<file path="src/design/utf8v_pkg.sv">
// Package: shared types and constants for the UTF-8 stream validator.
`default_nettype none

package utf8v_pkg;

  // Lead byte ranges
  localparam logic [7:0] LEAD2_MIN = 8'hC2;
  localparam logic [7:0] LEAD2_MAX = 8'hDF;
  localparam logic [7:0] LEAD3_MIN = 8'hE0;
  localparam logic [7:0] LEAD3_MAX = 8'hEF;
  localparam logic [7:0] LEAD4_MIN = 8'hF0;
  localparam logic [7:0] LEAD4_MAX = 8'hF4;
  localparam logic [7:0] ASCII_MAX = 8'h7F;
  localparam logic [7:0] NUL_BYTE  = 8'h00;

  // Continuation byte pattern 10xxxxxx
  localparam logic [7:0] CONT_MASK    = 8'hC0;
  localparam logic [7:0] CONT_TAG     = 8'h80;
  localparam logic [7:0] CONT_PAYLOAD = 8'h3F;

  // Code point limits
  localparam logic [20:0] CP_MIN3 = 21'h000800;
  localparam logic [20:0] CP_MIN4 = 21'h010000;
  localparam logic [20:0] SURR_LO = 21'h00D800;
  localparam logic [20:0] SURR_HI = 21'h00DFFF;
  localparam logic [20:0] CP_MAX  = 21'h10FFFF;

  // Sequence length codes
  localparam logic [2:0] SEQ_NONE = 3'd0;
  localparam logic [2:0] SEQ_TWO  = 3'd2;
  localparam logic [2:0] SEQ_THREE = 3'd3;
  localparam logic [2:0] SEQ_FOUR = 3'd4;

  // Decoder state carried from byte to byte
  typedef struct packed {
    logic [1:0]  pending;
    logic [2:0]  seq_len;
    logic [20:0] partial;
    logic        sticky;
  } dec_state_t;

  // Per-byte result
  typedef struct packed {
    logic error_so_far;
    logic string_done;
    logic string_valid;
  } dec_result_t;

endpackage

`default_nettype wire

</file>
<file path="src/design/utf8_stream_validator.sv">
// Path from input request to result: input register, then result register.
// Throughput: one byte per cycle while no side stalls; per-byte decode is one shallow
// combinational step. Either side may stall; a full result register does not block
// input while it drains. Reset (rst, synchronous, active high) empties both registers
// and clears the decoder state and sticky error.
`default_nettype none

module utf8_stream_validator (
  input  wire logic       clk,
  input  wire logic       rst,
  // Input stream
  input  wire logic       s_axis_tvalid,
  output logic            s_axis_tready,
  input  wire logic [7:0] s_axis_tdata,   // [7:0] byte_value
  input  wire logic       s_axis_tlast,   // last_byte
  // Result stream
  output logic            m_axis_tvalid,
  input  wire logic       m_axis_tready,
  output logic [7:0]      m_axis_tdata,   // [0] error_so_far, [1] string_valid, [7:2] zero
  output logic            m_axis_tlast    // string_done
);

  // Input register
  logic       in_valid;
  logic [7:0] in_byte;
  logic       in_last;

  // Result register
  logic                  out_valid;
  utf8v_pkg::dec_result_t out_result;

  // Decoder state
  utf8v_pkg::dec_state_t  state;
  utf8v_pkg::dec_state_t  state_next;
  utf8v_pkg::dec_result_t step_result;

  logic advance;

  assign advance       = in_valid && (!out_valid || m_axis_tready);
  assign s_axis_tready = !in_valid || advance;

  // Input register: take a request whenever it is empty or the held byte moves on
  always_ff @(posedge clk) begin
    if (rst) begin
      in_valid <= 1'b0;
    end else if (s_axis_tready) begin
      in_valid <= s_axis_tvalid;
    end
  end

  always_ff @(posedge clk) begin
    if (s_axis_tready && s_axis_tvalid) begin
      in_byte <= s_axis_tdata;
      in_last <= s_axis_tlast;
    end
  end

  utf8v_decode u_decode (
    .state      (state),
    .byte_value (in_byte),
    .last_byte  (in_last),
    .state_next (state_next),
    .result     (step_result)
  );

  // Decoder state advances with each byte that enters the result register
  always_ff @(posedge clk) begin
    if (rst) begin
      state <= '0;
    end else if (advance) begin
      state <= state_next;
    end
  end

  // Result register
  always_ff @(posedge clk) begin
    if (rst) begin
      out_valid <= 1'b0;
    end else if (advance) begin
      out_valid <= 1'b1;
    end else if (m_axis_tready) begin
      out_valid <= 1'b0;
    end
  end

  always_ff @(posedge clk) begin
    if (advance) begin
      out_result <= step_result;
    end
  end

  assign m_axis_tvalid = out_valid;
  assign m_axis_tdata  = {6'd0, out_result.string_valid, out_result.error_so_far};
  assign m_axis_tlast  = out_result.string_done;

`ifndef SYNTHESIS
  // A closed string leaves no open sequence and no error behind
  a_clear_after_last: assert property (@(posedge clk) disable iff (rst)
    (advance && in_last) |=> (state == '0))
    else $error("decoder state not cleared after last byte");

  // Open sequence length and pending count agree
  a_pending_len: assert property (@(posedge clk) disable iff (rst)
    (state.pending == 2'd0) == (state.seq_len == utf8v_pkg::SEQ_NONE))
    else $error("pending count and sequence length disagree");

  // A valid verdict only on a closing result with no error
  a_valid_verdict: assert property (@(posedge clk) disable iff (rst)
    (m_axis_tvalid && m_axis_tdata[1]) |-> (m_axis_tlast && !m_axis_tdata[0]))
    else $error("string_valid without clean close");
`endif

endmodule

`default_nettype wire

</file>
<file path="src/design/utf8v_decode.sv">
// Per-byte UTF-8 decode step: next state and result from current state and byte.
`default_nettype none

module utf8v_decode (
  input  wire utf8v_pkg::dec_state_t  state,
  input  wire logic [7:0]             byte_value,
  input  wire logic                   last_byte,
  output utf8v_pkg::dec_state_t       state_next,
  output utf8v_pkg::dec_result_t      result
);

  utf8v_pkg::dec_state_t st;
  logic [20:0] cp;
  logic [1:0]  pend_dec;
  logic        fail;

  always_comb begin
    st       = state;
    fail     = 1'b0;
    cp       = {state.partial[14:0], byte_value[5:0] & utf8v_pkg::CONT_PAYLOAD[5:0]};
    pend_dec = state.pending - 2'd1;

    if (state.pending == 2'd0) begin
      // Expecting a lead byte
      priority if (byte_value == utf8v_pkg::NUL_BYTE) begin
        fail = 1'b1;
      end else if (byte_value <= utf8v_pkg::ASCII_MAX) begin
        st = state;
      end else if (byte_value >= utf8v_pkg::LEAD2_MIN &&
                   byte_value <= utf8v_pkg::LEAD2_MAX) begin
        st.seq_len = utf8v_pkg::SEQ_TWO;
        st.pending = 2'd1;
        st.partial = {16'd0, byte_value[4:0]};
      end else if (byte_value >= utf8v_pkg::LEAD3_MIN &&
                   byte_value <= utf8v_pkg::LEAD3_MAX) begin
        st.seq_len = utf8v_pkg::SEQ_THREE;
        st.pending = 2'd2;
        st.partial = {17'd0, byte_value[3:0]};
      end else if (byte_value >= utf8v_pkg::LEAD4_MIN &&
                   byte_value <= utf8v_pkg::LEAD4_MAX) begin
        st.seq_len = utf8v_pkg::SEQ_FOUR;
        st.pending = 2'd3;
        st.partial = {18'd0, byte_value[2:0]};
      end else begin
        fail = 1'b1;
      end
    end else begin
      // Expecting a continuation byte
      if ((byte_value & utf8v_pkg::CONT_MASK) != utf8v_pkg::CONT_TAG) begin
        fail = 1'b1;
      end else begin
        st.partial = cp;
        st.pending = pend_dec;
        if (pend_dec == 2'd0) begin
          // Sequence complete: reject overlong, surrogate and out-of-range forms
          if ((state.seq_len == utf8v_pkg::SEQ_THREE && cp < utf8v_pkg::CP_MIN3) ||
              (state.seq_len == utf8v_pkg::SEQ_FOUR && cp < utf8v_pkg::CP_MIN4) ||
              (cp >= utf8v_pkg::SURR_LO && cp <= utf8v_pkg::SURR_HI) ||
              (cp > utf8v_pkg::CP_MAX)) begin
            fail = 1'b1;
          end else begin
            st.seq_len = utf8v_pkg::SEQ_NONE;
            st.partial = '0;
          end
        end
      end
    end

    // Sequence cut short by end of string
    if (last_byte && st.pending != 2'd0) begin
      fail = 1'b1;
    end

    if (fail) begin
      st.sticky  = 1'b1;
      st.pending = 2'd0;
      st.seq_len = utf8v_pkg::SEQ_NONE;
      st.partial = '0;
    end

    result.error_so_far = st.sticky;
    result.string_done  = last_byte;
    result.string_valid = last_byte & ~st.sticky;

    // Verdict given; clear for the next string
    if (last_byte) begin
      state_next = '0;
    end else begin
      state_next = st;
    end
  end

endmodule

`default_nettype wire

</file>
<file path="config.mk">
export PLATFORM = sky130hd
export DESIGN_NAME = utf8_stream_validator
export DESIGN_NICKNAME = d
export VERILOG_FILES = /design/src/design/utf8v_pkg.sv /design/src/design/utf8_stream_validator.sv /design/src/design/utf8v_decode.sv
export SDC_FILE = /design/constraint.sdc
export NUM_CORES = 1
export LEC_CHECK = 0
export ABC_CLOCK_PERIOD_IN_PS = 2090
export BUFFER_PORTS_ARGS = -buffer_cell sky130_fd_sc_hd__buf_4
export CORE_MARGIN = 3
export CORE_UTILIZATION = 50
export CTS_BUF_LIST = sky130_fd_sc_hd__clkbuf_4 sky130_fd_sc_hd__clkbuf_8
export CTS_CLUSTER_DIAMETER = 120
export DETAILED_ROUTE_END_ITERATION = 12
export PLACE_DENSITY_LB_ADDON = 0.08
export RECOVER_POWER = 25
export SYNTH_ARGS = -nofsm -noshare
export SYNTH_HDL_FRONTEND = slang
export SYNTH_SLANG_ARGS = --single-unit
export TNS_END_PERCENT = 1
</file>
<file path="constraint.sdc">
create_clock -name clk -period 2.09 [get_ports clk]
set_clock_uncertainty 0.15 [all_clocks]
set_input_delay 0 -clock clk [delete_from_list [all_inputs] [get_ports clk]]
set_output_delay 0 -clock clk [all_outputs]
set_load 0.005 [all_outputs]
</file>
## Word level (Yosys, flattened, before mapping)

Index checks and enable logic that the tools add are counted.

| storage, ports and cells | value |
|---|---|
| register bits | 35 |
| output and inout port bits | 11 |
| logic and storage cells | 82 |
| input port bits | 13 |

| cells by class | value |
|---|---|
| multiplexer cells | 24 |
| magnitude comparators | 12 |
| add/subtract/negate cells | 1 |
| bitwise gates (word level) | 2 |
| reductions and logical operators | 24 |
| equality and inequality tests | 8 |

Operators by type and width:

| cell | count |
|---|---|
| 26-bit 2-to-1 mux | 6 |
| 27-bit 2-to-1 mux | 3 |
| 24-bit 2-to-1 mux | 2 |
| 8-bit >= comparator (second input constant) | 3 |
| 8-bit less-or-equal comparator (second input constant) | 3 |
| 21-bit by 16-bit >= comparator with 1-bit output (second input constant) | 1 |
| 21-bit greater-than comparator (second input constant) | 1 |
| 21-bit by 16-bit less-or-equal comparator with 1-bit output (second input constant) | 1 |
| 21-bit by 12-bit less-than comparator with 1-bit output (second input constant) | 1 |
| 21-bit by 17-bit less-than comparator with 1-bit output (second input constant) | 1 |
| 1-bit 2-to-1 mux | 13 |
| 1-bit logical AND | 9 |
| 8-bit by 7-bit less-or-equal comparator with 1-bit output (second input constant) | 1 |
| 8-bit logical NOT | 1 |
| 4-bit by 2-bit != test with 1-bit output (second input constant) | 2 |
| 4-bit by 3-bit != test with 1-bit output (second input constant) | 2 |
| 7-bit AND reduction | 1 |
| 6-bit by 5-bit != test with 1-bit output (second input constant) | 1 |
| 1-bit logical OR | 5 |
| 5-bit AND reduction | 1 |
| 2-bit logical NOT | 2 |
| 2-bit nonzero test | 2 |
| 4-bit nonzero test | 1 |
| 3-bit by 2-bit equality test with 1-bit output (second input constant) | 1 |
| other kinds (6) | 7 |

## Longest topological paths before layout

Gate-level depths: netlist of the first run.

| depth | value |
|---|---|
| depth in word-level cells | 15 |
| depth in mapped cells | 8 |
| gate-level depth less buffers | 8 |

## Cells and area by module

A second synthesis of the first run with hierarchy kept.

| second synthesis, totals | value |
|---|---|
| cells, all modules | 311 |
| area total of the unflattened synthesis | 2811.4 um^2 |

Modules (own cells, without submodules):

| module | area each (um^2) | cells an instance | sequential area each (um^2) | instances |
|---|---|---|---|---|
| utf8_stream_validator | 1710.4 | 146 | 940.9 | 1 |
| utf8v_decode | 1101.1 | 165 | 0.0 | 1 |

## Worst setup path before layout of the first run

Ideal clock, no wire load.

| timing path | value |
|---|---|
| path kind | flip-flop to flip-flop |
| from | register in_byte[3] |
| to | register state[24] (netlist name) |
| slack | -233 ps |
| stages on the path, launching flop included | 7 |
| arrival | 2103 ps |
| period minus slack after synthesis | 2323 ps |
| path buffers | 0 |
| required time | 1870 ps |
| cell sequence | edfxtp_1 or4_4 nor4_4 o31a_4 nand2b_4 or4_1 a21oi_1 |

| on the way | value |
|---|---|
| cells in the longest elaborated chain, start to end | 13 |

RTL lines:

| item | line | RTL |
|---|---|---|
| start: declaration | utf8_stream_validator.sv:25 | `logic [7:0] in_byte;` |
| start signal: assignment | utf8_stream_validator.sv:53 | `in_byte <= s_axis_tdata;` |
| 8-bit >= comparator or 8-bit less-or-equal comparator (tied branches) | utf8v_decode.sv:39, utf8v_decode.sv:40 |  |
| 1-bit logical AND | utf8v_decode.sv:39 | `end else if (byte_value >= utf8v_pkg::LEAD4_MIN &&` |
| 26-bit 2-to-1 mux | utf8v_decode.sv:39 |  |
| 26-bit 2-to-1 mux | utf8v_decode.sv:34 | `end else if (byte_value >= utf8v_pkg::LEAD3_MIN &&` |
| 26-bit 2-to-1 mux | utf8v_decode.sv:29 | `end else if (byte_value >= utf8v_pkg::LEAD2_MIN &&` |
| 26-bit 2-to-1 mux | utf8v_decode.sv:27 | `end else if (byte_value <= utf8v_pkg::ASCII_MAX) begin` |
| 27-bit 2-to-1 mux | utf8v_decode.sv:25 | `priority if (byte_value == utf8v_pkg::NUL_BYTE) begin` |
| 26-bit 2-to-1 mux | utf8v_decode.sv:23 | `if (state.pending == 2'd0) begin` |
| 2-bit nonzero test | utf8v_decode.sv:70 | `if (last_byte && st.pending != 2'd0) begin` |
| 1-bit logical AND | utf8v_decode.sv:70 |  |
| 1-bit 2-to-1 mux | utf8v_decode.sv:70 |  |
| 6-bit by 5-bit != test with 1-bit output (no source line), or another cell as far along | -- |  |
| 7-bit AND reduction (no source line) or 27-bit 2-to-1 mux (tied branches) | -- |  |

Parallel ways exist; a longest one is shown, timed or not. The select of a mux whose other input is x is not followed.
A chain may end at the register's enable or synchronous reset.

==> results of run 1 <==
## critical path, stage by stage (launching register included)
cell and delay, ns:
sky130_fd_sc_hd__edfxtp_1 0.41, sky130_fd_sc_hd__or4_4 0.59, sky130_fd_sc_hd__o211a_1 0.24, sky130_fd_sc_hd__o21ai_1 0.12, sky130_fd_sc_hd__a21o_1 0.14, sky130_fd_sc_hd__nand2_1 0.08, sky130_fd_sc_hd__a211o_1 0.31
## sequential cells by signal, indices dropped and copies added, names as in the netlist
signal	count
in_byte	8
in_last	1
in_valid	1
m_axis_tdata	2
m_axis_tlast	1
m_axis_tvalid	1
state	21
## Yosys cell counts (3+ instances only)
cell | count | share of area, %
sky130_fd_sc_hd__buf_4 | 6 | 2.7
sky130_fd_sc_hd__clkbuf_1 | 8 | 1.8
sky130_fd_sc_hd__dfxtp_1 | 23 | 28
sky130_fd_sc_hd__o211ai_1 | 3 | 1.4
sky130_fd_sc_hd__or2_2 | 3 | 1.1
sky130_fd_sc_hd__inv_1 | 5 | 1.1
sky130_fd_sc_hd__a21oi_1 | 22 | 6.7
sky130_fd_sc_hd__nor4b_1 | 3 | 1.6
sky130_fd_sc_hd__nor2_1 | 14 | 3.2
sky130_fd_sc_hd__nand2_1 | 18 | 4.1
sky130_fd_sc_hd__a21o_1 | 3 | 1.4
sky130_fd_sc_hd__nand3_1 | 11 | 3.3
sky130_fd_sc_hd__a22o_1 | 4 | 2.1
sky130_fd_sc_hd__edfxtp_1 | 12 | 22
sky130_fd_sc_hd__nand4_1 | 3 | 1.1
sky130_fd_sc_hd__nor2b_1 | 3 | 1.1
## metal layers
layer | part of all wire, % | vias up | track usage, %
li1 | - | 731 | -
met1 | 44 | 683 | 26.07
met2 | 48 | 44 | 35.07
met3 | 5.8 | 8 | 7.130
met4 | 1.5 | 0 | 7.817
met5 | 0 | - | 0
## metrics by stage
stage	util [%]	hold WS [ns]	total power (W)	cell area [um2]	worst slack, ns
after detailed placement	63.35	0.02926	0.0009019	1966	-0.1745
after global routing	70.97	0.2305	0.001358	2202	-0.2406
after floorplan	-	-0.05113	0.0008381	1668	-0.2332
final	70.97	0.2469	0.001294	2202	-0.2047
after global placement	63.35	0.02864	0.0008994	1966	-0.1423
after CTS	70.32	0.2021	0.001297	2182	-0.1918
## logic make-up after synthesis
group,Yosys count,synth area share [%]
simple gates,68,22.76
compound gates,47,19.20
flops,35,49.77
buf+inv,20,5.918
fa+ha+maj,2,1.517
mux,1,0.6070
other cells,1,0.2274
## power breakdown
part,internal [W],switching (W)
clock network,0.000144,0.000232
registers,0.000725,0.0000129
logic,0.0000946,0.0000859
## how the worst max path moves through the flow
| stage | from | endpoint | slack (ns) | depth (start not counted) |
|---|---|---|---|---|
| 2_1_floorplan | in_byte[3]$_DFFE_PP_ | state[24]$_SDFFE_PP0P_ | -0.23 | 6 |
| 3_3_place_gp | in_byte[2]$_DFFE_PP_ | m_axis_tdata[0]$_DFFE_PP_ | -0.14 | 6 |
| 3_5_place_dp | in_byte[2]$_DFFE_PP_ | state[22]$_SDFFE_PP0P_ | -0.17 | 7 |
| 4_1_cts | in_byte[2]$_DFFE_PP_ | state[24]$_SDFFE_PP0P_ | -0.19 | 6 |
| 5_1_grt | in_byte[2]$_DFFE_PP_ | state[24]$_SDFFE_PP0P_ | -0.24 | 6 |
| 6_report | in_byte[2]$_DFFE_PP_ | m_axis_tdata[0]$_DFFE_PP_ | -0.20 | 6 |
## area by class of cell
class / instances / area, um2
tap: 44 / 55.05
timing repair buffer: 57 / 467.9
multi-input combinational: 124 / 783.3
clock buffer: 6 / 45.04
clock inverter: 2 / 11.26
sequential: 35 / 820.8
inverter: 5 / 18.77
fill: 235 / 900.9
## what timing repair did
item                                   in CTS  in global routing
endpoints found under the hold margin      28                  0
hold buffers                               15                  0
gates resized for setup                     3                  6
setup endpoints to repair                  11                 21
pin swaps                                   3                  2
==> metrics.txt, run 1 <==
overall overflow remaining after global route=0; number of sinks driven by the clock tree=35; most common cell after layout, fill and taps aside=sky130_fd_sc_hd__buf_4; RSZ-0062 raised after global routing=yes; count of boundary I/O pins=24; category of the worst setup path capture point=flip-flop; violated checks=negative setup slack; number of instances in the placed design=250; count of non-filler cells in the finished layout=273; Critical R2R Launch=in_byte[2]$_DFFE_PP_; Final Hold Violating Endpoints=0; Highest Clock Rate=0.4358 GHz; CTS H-tree lvls=2; Synth cell types=43; sequential-to-total area share from yosys stat=49.77%; setup repair bufs after CTS=0; endpoint of the worst hold path=in_byte[0]$_DFFE_PP_; aggregate negative setup slack=-1.475 ns; highest fanout seen on the critical path=4; number of inserted diodes=0; cts bufs inserted=5; Die H=63.43 um; initial antenna violation count=0; period utilization=109.8%; Reg clk slew, reported paths=0.10 ns; total leakage power=0.8701 nW; max cap viols=0; clock tree from TritonCTS=done; worst min-delay path startpoint=s_axis_tdata[0]; worst hold path cell count=2; flop and latch count out of synthesis=35; Post-Synthesis Cell Area=1649 um2; number of nets with antenna violations after detailed routing=0; Required @ worst endpoint=2.03 ns; critical path class=reg2reg; number of vias per cell=5.370; first-pass GRT wire length=6.658 mm; number of nets in the final layout=243; fraction of layout cells with a size suffix above 1=28.38%; count of vias placed by the detailed router=1466; clock buffer depth=2; minimum setup slack in the final design=-0.2047 ns; area of the core=3103 um2; number of I/O port buffers=17; async set-or-reset flop fraction in the synthesized netlist=0%; DP HPWL=2.585 mm; Total GRT Usage=21.42%; length of the first detailed-routing pass in iterations=4; root cell of the clock tree=sky130_fd_sc_hd__clkbuf_4; Area growth, synth to finish=33.54%; RePlAce Congestion=0.8784; number of core rows=20; vias in the first global route=1484; Post-synth EDFFs=12; horizontal extent of the die=63.43 um; remaining routing DRC violations=0; Syn Area/Cell=9.477 um2; total setup violations reported at the end of the flow=12; Warnings, synthesis=0; Avg WL per Cell=14.13 um; worst voltage drop across the vdd grid=466.2 uV; number of cells on the worst reg-to-reg path=6; DR iter-0 viols=65; Top FF cell, synth=sky130_fd_sc_hd__dfxtp_1; post-synthesis instance total=174; CP arrival=2.24 ns; r2r endpoint=m_axis_tdata[0]$_DFFE_PP_; initial core utilization=53.15%; later-pin clock latency in the skew report=0.35 ns; number of pins with negative max-slew slack in the final report=0; top library cells by usage in the layout, fill and taps aside=sky130_fd_sc_hd__buf_4, sky130_fd_sc_hd__dfxtp_1, sky130_fd_sc_hd__a21oi_1; R2R Setup Slk=-0.20 ns; Hold/Removal Path Class=in2reg; Final min period=2.295 ns; pin count of the biggest net entering global routing=23; CP Launch Type=flip-flop; area enclosed by the die boundary=4023 um2; run status=complete, but fails checks; total power divided by cell area=587.6 nW/um2; total length of routed wires=3.857 mm
Note: power is estimated with default switching activity, not from simulation.
==> inputs of run 2 (changes only) <==
- CELL_PAD_IN_SITES_DETAIL_PLACEMENT: unset -> 0
- CELL_PAD_IN_SITES_GLOBAL_PLACEMENT: unset -> 1
- CORE_UTILIZATION: 50 -> 40
==> run 2 against run 1 <==
  * The flow still finishes with violations (negative setup slack)
  * Register-to-register slack lost 0.06 ns
  * Total power grew 9.7%
  * Routed wire length grew 7.1%
  * Setup slack lost 0.063 ns
  * Combinational power grew 4%
  * Highest routed layer unchanged
==> metrics.txt, run 2 (synthesis results as in run 1) <==
run status=complete, but fails checks; violated checks=negative setup slack; DP HPWL=2.832 mm (+9.6%); switching power=0.0003376 W (+2.1%); number of sinks driven by the clock tree=35 (unchanged); total power divided by cell area=626.6 nW/um2 (+6.6%); highest fanout seen on the critical path=4 (unchanged); most flop-heavy register=state; detailed route wirelength on metal3=146 um (-35%); Die H=70.21 um (+11%); minimum setup slack in the final design=-0.2672 ns (-0.06259 ns); final total power=0.001420 W (+9.7%); Highest Clock Rate=0.4242 GHz (-2.7%); Required @ worst endpoint=2.16 ns (+0.13 ns); cts bufs inserted=5 (unchanged); count of vias placed by the detailed router=1484 (+1.2%); portion of total power attributed to the clock network=34.8% (+5.8 points); slowest stage cell on the critical path=sky130_fd_sc_hd__or4_4; number of I/O port buffers=17 (unchanged); number of pins with negative max-slew slack in the final report=0 (unchanged); initial antenna violation count=0 (unchanged); Reg clk slew, reported paths=0.07 ns (-0.03 ns); number of cells on the worst reg-to-reg path=6 (unchanged); horizontal extent of the die=70.21 um (+11%); worst hold path cell count=2 (unchanged); number of flip-flops under the largest register name=21 (unchanged); relative contribution of sequential cells to total power=52.0% (-5.0 points); top library cells by usage in the layout, fill and taps aside=sky130_fd_sc_hd__buf_4, sky130_fd_sc_hd__dfxtp_1, sky130_fd_sc_hd__a21oi_1; most common cell after layout, fill and taps aside=sky130_fd_sc_hd__buf_4; clock tree from TritonCTS=done; portion of total power attributed to combinational logic=13.2% (-0.7 points); fill count=332 (+41%); Critical R2R Launch=in_byte[2]$_DFFE_PP_; first-pass GRT wire length=7.093 mm (+6.5%); length of the first detailed-routing pass in iterations=4 (unchanged); DR iter-0 viols=65 (unchanged); pin count of the biggest net entering global routing=23 (unchanged); largest stage delay on the critical path=0.59 ns (about the same); number of inserted diodes=0 (unchanged); CTS H-tree lvls=2 (unchanged); number of buffer and inverter instances along the worst setup path=0 (unchanged); RSZ-0062 raised after global routing=yes; worst voltage drop across the vdd grid=473.5 uV (+1.6%); Total GRT Usage=18.30% (-3.1 points); area enclosed by the die boundary=4929 um2 (+23%); proportion of total power due to net switching=23.78% (-1.8 points); root cell of the clock tree=sky130_fd_sc_hd__clkbuf_8; Int Pwr=0.001082 W (+12%); placed inst area=1978 um2 (+0.64%); Final Hold Violating Endpoints=0 (unchanged); Non-Filler Cell Area, Final=2266 um2 (+2.9%); endpoint of the worst hold path=in_byte[3]$_DFFE_PP_; total setup violations reported at the end of the flow=13 (+1); area of the core=3826 um2 (+23%); worst path cell trace=or4_4 -> nor4_4 -> o31a_4 -> nand2b_4 -> or4_1 -> a21oi_1; CP Launch Type=flip-flop; Metal-1 WL=1.886 mm (+10%); number of nets with antenna violations after detailed routing=0 (unchanged); total length of routed wires=4.131 mm (+7.1%); Avg WL per Cell=14.86 um (+5.2%); total leakage power=0.8815 nW (+1.3%); worst min-delay path startpoint=s_axis_tdata[3]; max cap viols=0 (unchanged); Area growth, synth to finish=37.40%; uppermost signal routing layer after detailed routing=met4; initial core utilization=43.10% (-10 points); number of core rows=22 (+10%); overall overflow remaining after global route=0 (unchanged); met2 routed wirelength=2.040 mm (+9.3%); clock buffer depth=2 (unchanged); R2R Setup Slk=-0.27 ns (-0.06 ns); count of boundary I/O pins=24 (unchanged); remaining routing DRC violations=0 (unchanged); vias in the first global route=1469 (-1.0%); RePlAce Congestion=0.8679 (-1.2%); later-pin clock latency in the skew report=0.29 ns (-0.06 ns); category of the worst setup path capture point=flip-flop; fraction of layout cells with a size suffix above 1=29.13% (+0.75 points); Final min period=2.357 ns (+0.06259 ns); Hold/Removal Path Class=in2reg; number of vias per cell=5.338 (-0.59%); critical path class=reg2reg; kind of cell adding the most delay to the critical path=simple AND/OR/NAND/NOR gates; r2r endpoint=state[24]$_SDFFE_PP0P_; CP arrival=2.43 ns (+0.19 ns); number of nets in the final layout=244 (+0.41%); period utilization=112.8% (+3.0 points)
-- run 2: worst max path at each step --
stage | slack (ns) | end | cells past startpoint | startpoint
after floorplan | -0.23 | state[24]$_SDFFE_PP0P_ | 6 | in_byte[3]$_DFFE_PP_
after CTS | -0.26 | state[24]$_SDFFE_PP0P_ | 6 | in_byte[2]$_DFFE_PP_
after global routing | -0.35 | state[24]$_SDFFE_PP0P_ | 6 | in_byte[2]$_DFFE_PP_
after detailed placement | -0.31 | m_axis_tdata[1]$_DFFE_PP_ | 8 | in_byte[2]$_DFFE_PP_
after global placement | -0.23 | m_axis_tdata[0]$_DFFE_PP_ | 8 | in_byte[2]$_DFFE_PP_
final | -0.27 | state[24]$_SDFFE_PP0P_ | 6 | in_byte[2]$_DFFE_PP_
-- run 2: routing by layer --
metal | vias up | global-route usage, %
li1 | 732 | -
met1 | 717 | 24.04
met2 | 29 | 28.75
met3 | 6 | 5.036
met4 | 0 | 6.596
met5 | - | 0
-- run 2: power by group through the flow --
stage / clock [W] / sequential, W / combinational, W
floorplan: 0 / 0.000750 / 0.0000876
global placement: 0 / 0.000752 / 0.000151
detailed placement: 0 / 0.000753 / 0.000154
CTS: 0.000503 / 0.000738 / 0.000181
global route: 0.000541 / 0.000741 / 0.000203
finish: 0.000494 / 0.000739 / 0.000187
-- run 2: area by class of cell --
type                    instances  area (um2)  share of cell area [%]
well taps                      48       60.06                   2.650
clock buffers                   7       83.83                   3.700
multi-input cells             124       799.5                   35.28
inverters                       5       18.77                  0.8283
flip-flops and latches         35       822.0                   36.28
clock inverters                 1       5.005                  0.2209
repair buffers                 58       476.7                   21.04
-- run 2: stage by stage --
step	TNS, ns	setup slack [ns]	cells	utilization (%)	hold slack, ns
CTS	-1.488	-0.2638	278	58.57	0.2713
detailed placement	-1.581	-0.3066	255	51.70	0.02923
global placement	-1.234	-0.2310	255	51.70	0.02819
finish	-1.574	-0.2672	278	59.22	0.2936
global route	-3.893	-0.3539	278	59.22	0.2956
floorplan	-1.073	-0.2332	179	-	-0.05113
-- run 2: what timing repair did --
action | CTS | global route
setup buffers | 0 | 0
pin swaps | 7 | 1
hold buffers | 15 | 0
setup endpoints to repair | 13 | 24
gates resized for setup | 6 | 6
hold endpoints to repair | 28 | 0
==> inputs of run 3 (changes only) <==
==> constraint.sdc (replaced) <==
create_clock -name clk -period 2.09 [get_ports clk]
set_clock_uncertainty 0.15 [all_clocks]
set_input_delay 0.209 -clock clk [delete_from_list [all_inputs] [get_ports clk]]
set_output_delay 0.209 -clock clk [all_outputs]
set_load 0.005 [all_outputs]
==> run 3 against run 2 <==
  * Non-clock buffer count down 5
  * Flip-flop and latch count unchanged
  * Global-route usage down 0.51 points
  * Largest power group unchanged
  * Largest cell class unchanged
  * First-iteration DRC count up 6.2%
  * Critical path depth unchanged
  * Design area down 2.6%
  * Routed wire length down 3.5%
  * The flow still finishes with violations (negative setup slack)
==> metrics.txt, run 3 (synthesis results as in run 1) <==
RSZ-0062 raised after global routing=yes; initial core utilization=43.10% (unchanged); number of vias per cell=5.304 (-0.64%); Die H=70.21 um (unchanged); Int Pwr=0.001075 W (-0.68%); number of pins with negative max-slew slack in the final report=0 (unchanged); most flop-heavy register=state; DP HPWL=2.832 mm (unchanged); portion of total power attributed to the clock network=34.9% (about the same); largest stage delay on the critical path=0.59 ns (about the same); category of the worst setup path capture point=flip-flop; number of sinks driven by the clock tree=35 (unchanged); minimum setup slack in the final design=-0.2619 ns (+0.005340 ns); max cap viols=0 (unchanged); CTS H-tree lvls=2 (unchanged); count of boundary I/O pins=24 (unchanged); number of inserted diodes=0 (unchanged); top library cells by usage in the layout, fill and taps aside=sky130_fd_sc_hd__buf_4, sky130_fd_sc_hd__dfxtp_1, sky130_fd_sc_hd__a21oi_1; total setup violations reported at the end of the flow=13 (unchanged); number of nets with antenna violations after detailed routing=0 (unchanged); aggregate negative setup slack=-1.508 ns (+0.06633 ns); number of core rows=22 (unchanged); total length of routed wires=3.988 mm (-3.5%); multi-input logic area=792.0 um2 (-0.94%); violated checks=negative setup slack; horizontal extent of the die=70.21 um (unchanged); worst path cell trace=or4_4 -> nor4_4 -> o31a_4 -> nand2b_4 -> or4_1 -> a21oi_1; CP Launch Type=flip-flop; Reg area=820.8 um2 (-0.15%); count of vias placed by the detailed router=1448 (-2.4%); root cell of the clock tree=sky130_fd_sc_hd__clkbuf_8; RePlAce Congestion=0.8679 (unchanged); highest fanout seen on the critical path=4 (unchanged); overall overflow remaining after global route=0 (unchanged); clock tree from TritonCTS=done; later-pin clock latency in the skew report=0.29 ns (about the same); core occupancy in the finished layout=57.68% (-1.5 points); worst hold path cell count=4 (+2); Final Hold Violating Endpoints=0 (unchanged); cts bufs inserted=5 (unchanged); met3 track utilization from global routing=5.036% (unchanged); proportion of total power due to net switching=23.61% (-0.16 points); Highest Clock Rate=0.4252 GHz (+0.23%); worst voltage drop across the vdd grid=462.5 uV (-2.3%); met1 layer usage reported by global route=23.77% (-0.27 points); vias in the first global route=1445 (-1.6%); fill count=337 (+1.5%); count of non-filler cells in the finished layout=273 (-1.8%); number of cells on the worst reg-to-reg path=6 (unchanged); run status=complete, but fails checks; slowest stage cell on the critical path=sky130_fd_sc_hd__or4_4; total leakage power=0.8555 nW (-2.9%); tightest hold margin=0.07841 ns (-0.2152 ns); Final min period=2.352 ns (-0.005340 ns); remaining routing DRC violations=0 (unchanged); critical path class=reg2reg; Hold/Removal Path Class=in2reg; Total GRT Usage=17.79% (-0.51 points); Reg clk slew, reported paths=0.06 ns (about the same); area enclosed by the die boundary=4929 um2 (unchanged); number of nets in the final layout=239 (-2.0%); Avg WL per Cell=14.61 um (-1.7%); number of I/O port buffers=17 (unchanged); met2 Track Usage GR=27.28% (-1.5 points); number of instances in the placed design=255 (unchanged); Area growth, synth to finish=33.84%; portion of total power attributed to combinational logic=12.6% (-0.6 points); initial antenna violation count=0 (unchanged); period utilization=112.5% (-0.26 points); most common cell after layout, fill and taps aside=sky130_fd_sc_hd__buf_4; pin count of the biggest net entering global routing=23 (unchanged); number of flip-flops under the largest register name=21 (unchanged); relative contribution of sequential cells to total power=52.5% (+0.5 points); Required @ worst endpoint=2.16 ns (about the same); first-pass GRT wire length=6.920 mm (-2.4%); CP arrival=2.42 ns (about the same); clock buffer depth=2 (unchanged); DR iter-0 viols=69 (+6.2%); length of the first detailed-routing pass in iterations=4 (unchanged); switching power=0.0003322 W (-1.6%); busiest metal layer after global routing=met2; fraction of layout cells with a size suffix above 1=28.89% (-0.24 points); total power divided by cell area=637.5 nW/um2 (+1.7%); area of the core=3826 um2 (unchanged)
[run 3: final timing paths]
check                                             from                         end  slack (ns)
worst min register to register  state[13]$_SDFFE_PP0P_      state[13]$_SDFFE_PP0P_        0.31
worst max-delay path              in_byte[2]$_DFFE_PP_      state[24]$_SDFFE_PP0P_       -0.26
worst max register to register    in_byte[2]$_DFFE_PP_      state[24]$_SDFFE_PP0P_       -0.26
worst min-delay path                     m_axis_tready  m_axis_tvalid$_SDFFE_PP0P_        0.08
[run 3: cell type report]
type | instances | share of cell area [%]
timing repair buffer | 53 | 19.33
sequential | 35 | 37.19
multi-input combinational | 124 | 35.88
clock inverter | 1 | 0.2268
clock buffer | 7 | 3.798
tap | 48 | 2.721
inverter | 5 | 0.8503
[run 3: critical path: cells and delay by family (launching register included)]
family           cells  cell delay [ns]
AND/OR/NAND/NOR      4             1.36
AO/OA/AOI/OAI        2             0.36
flip-flops           1             0.41
[run 3: power by group through the flow]
stage	combinational, W	sequential (W)	clock [W]
6_report	0.000177	0.000738	0.000492
5_1_grt	0.000193	0.000740	0.000541
4_1_cts	0.000173	0.000738	0.000503
3_5_place_dp	0.000154	0.000753	0
3_3_place_gp	0.000151	0.000752	0
2_1_floorplan	0.0000876	0.000750	0
[run 3: timing repair]
item,in CTS,in global routing
hold endpoints to repair,10,0
pin swaps,7,1
hold buffers,10,0
endpoints found under the setup margin,13,23
buffers inserted,0,0
gates resized for setup,6,3
[run 3: through the flow]
stage / total power [W] / setup WS (ns) / area (um2)
2_1_floorplan: 0.0008381 / -0.2332 / 1668
3_3_place_gp: 0.0009033 / -0.2310 / 1978
3_5_place_dp: 0.0009064 / -0.3066 / 1978
4_1_cts: 0.001415 / -0.2638 / 2191
5_1_grt: 0.001474 / -0.3540 / 2207
6_report: 0.001407 / -0.2619 / 2207
[run 3: metal layers]
| metal | share of wire, % | wire length [um] |
|---|---|---|
| met5 | 0 | 0 |
| met4 | 1.4 | 57 |
| met3 | 3.8 | 150 |
| met2 | 47 | 1881 |
| met1 | 48 | 1900 |
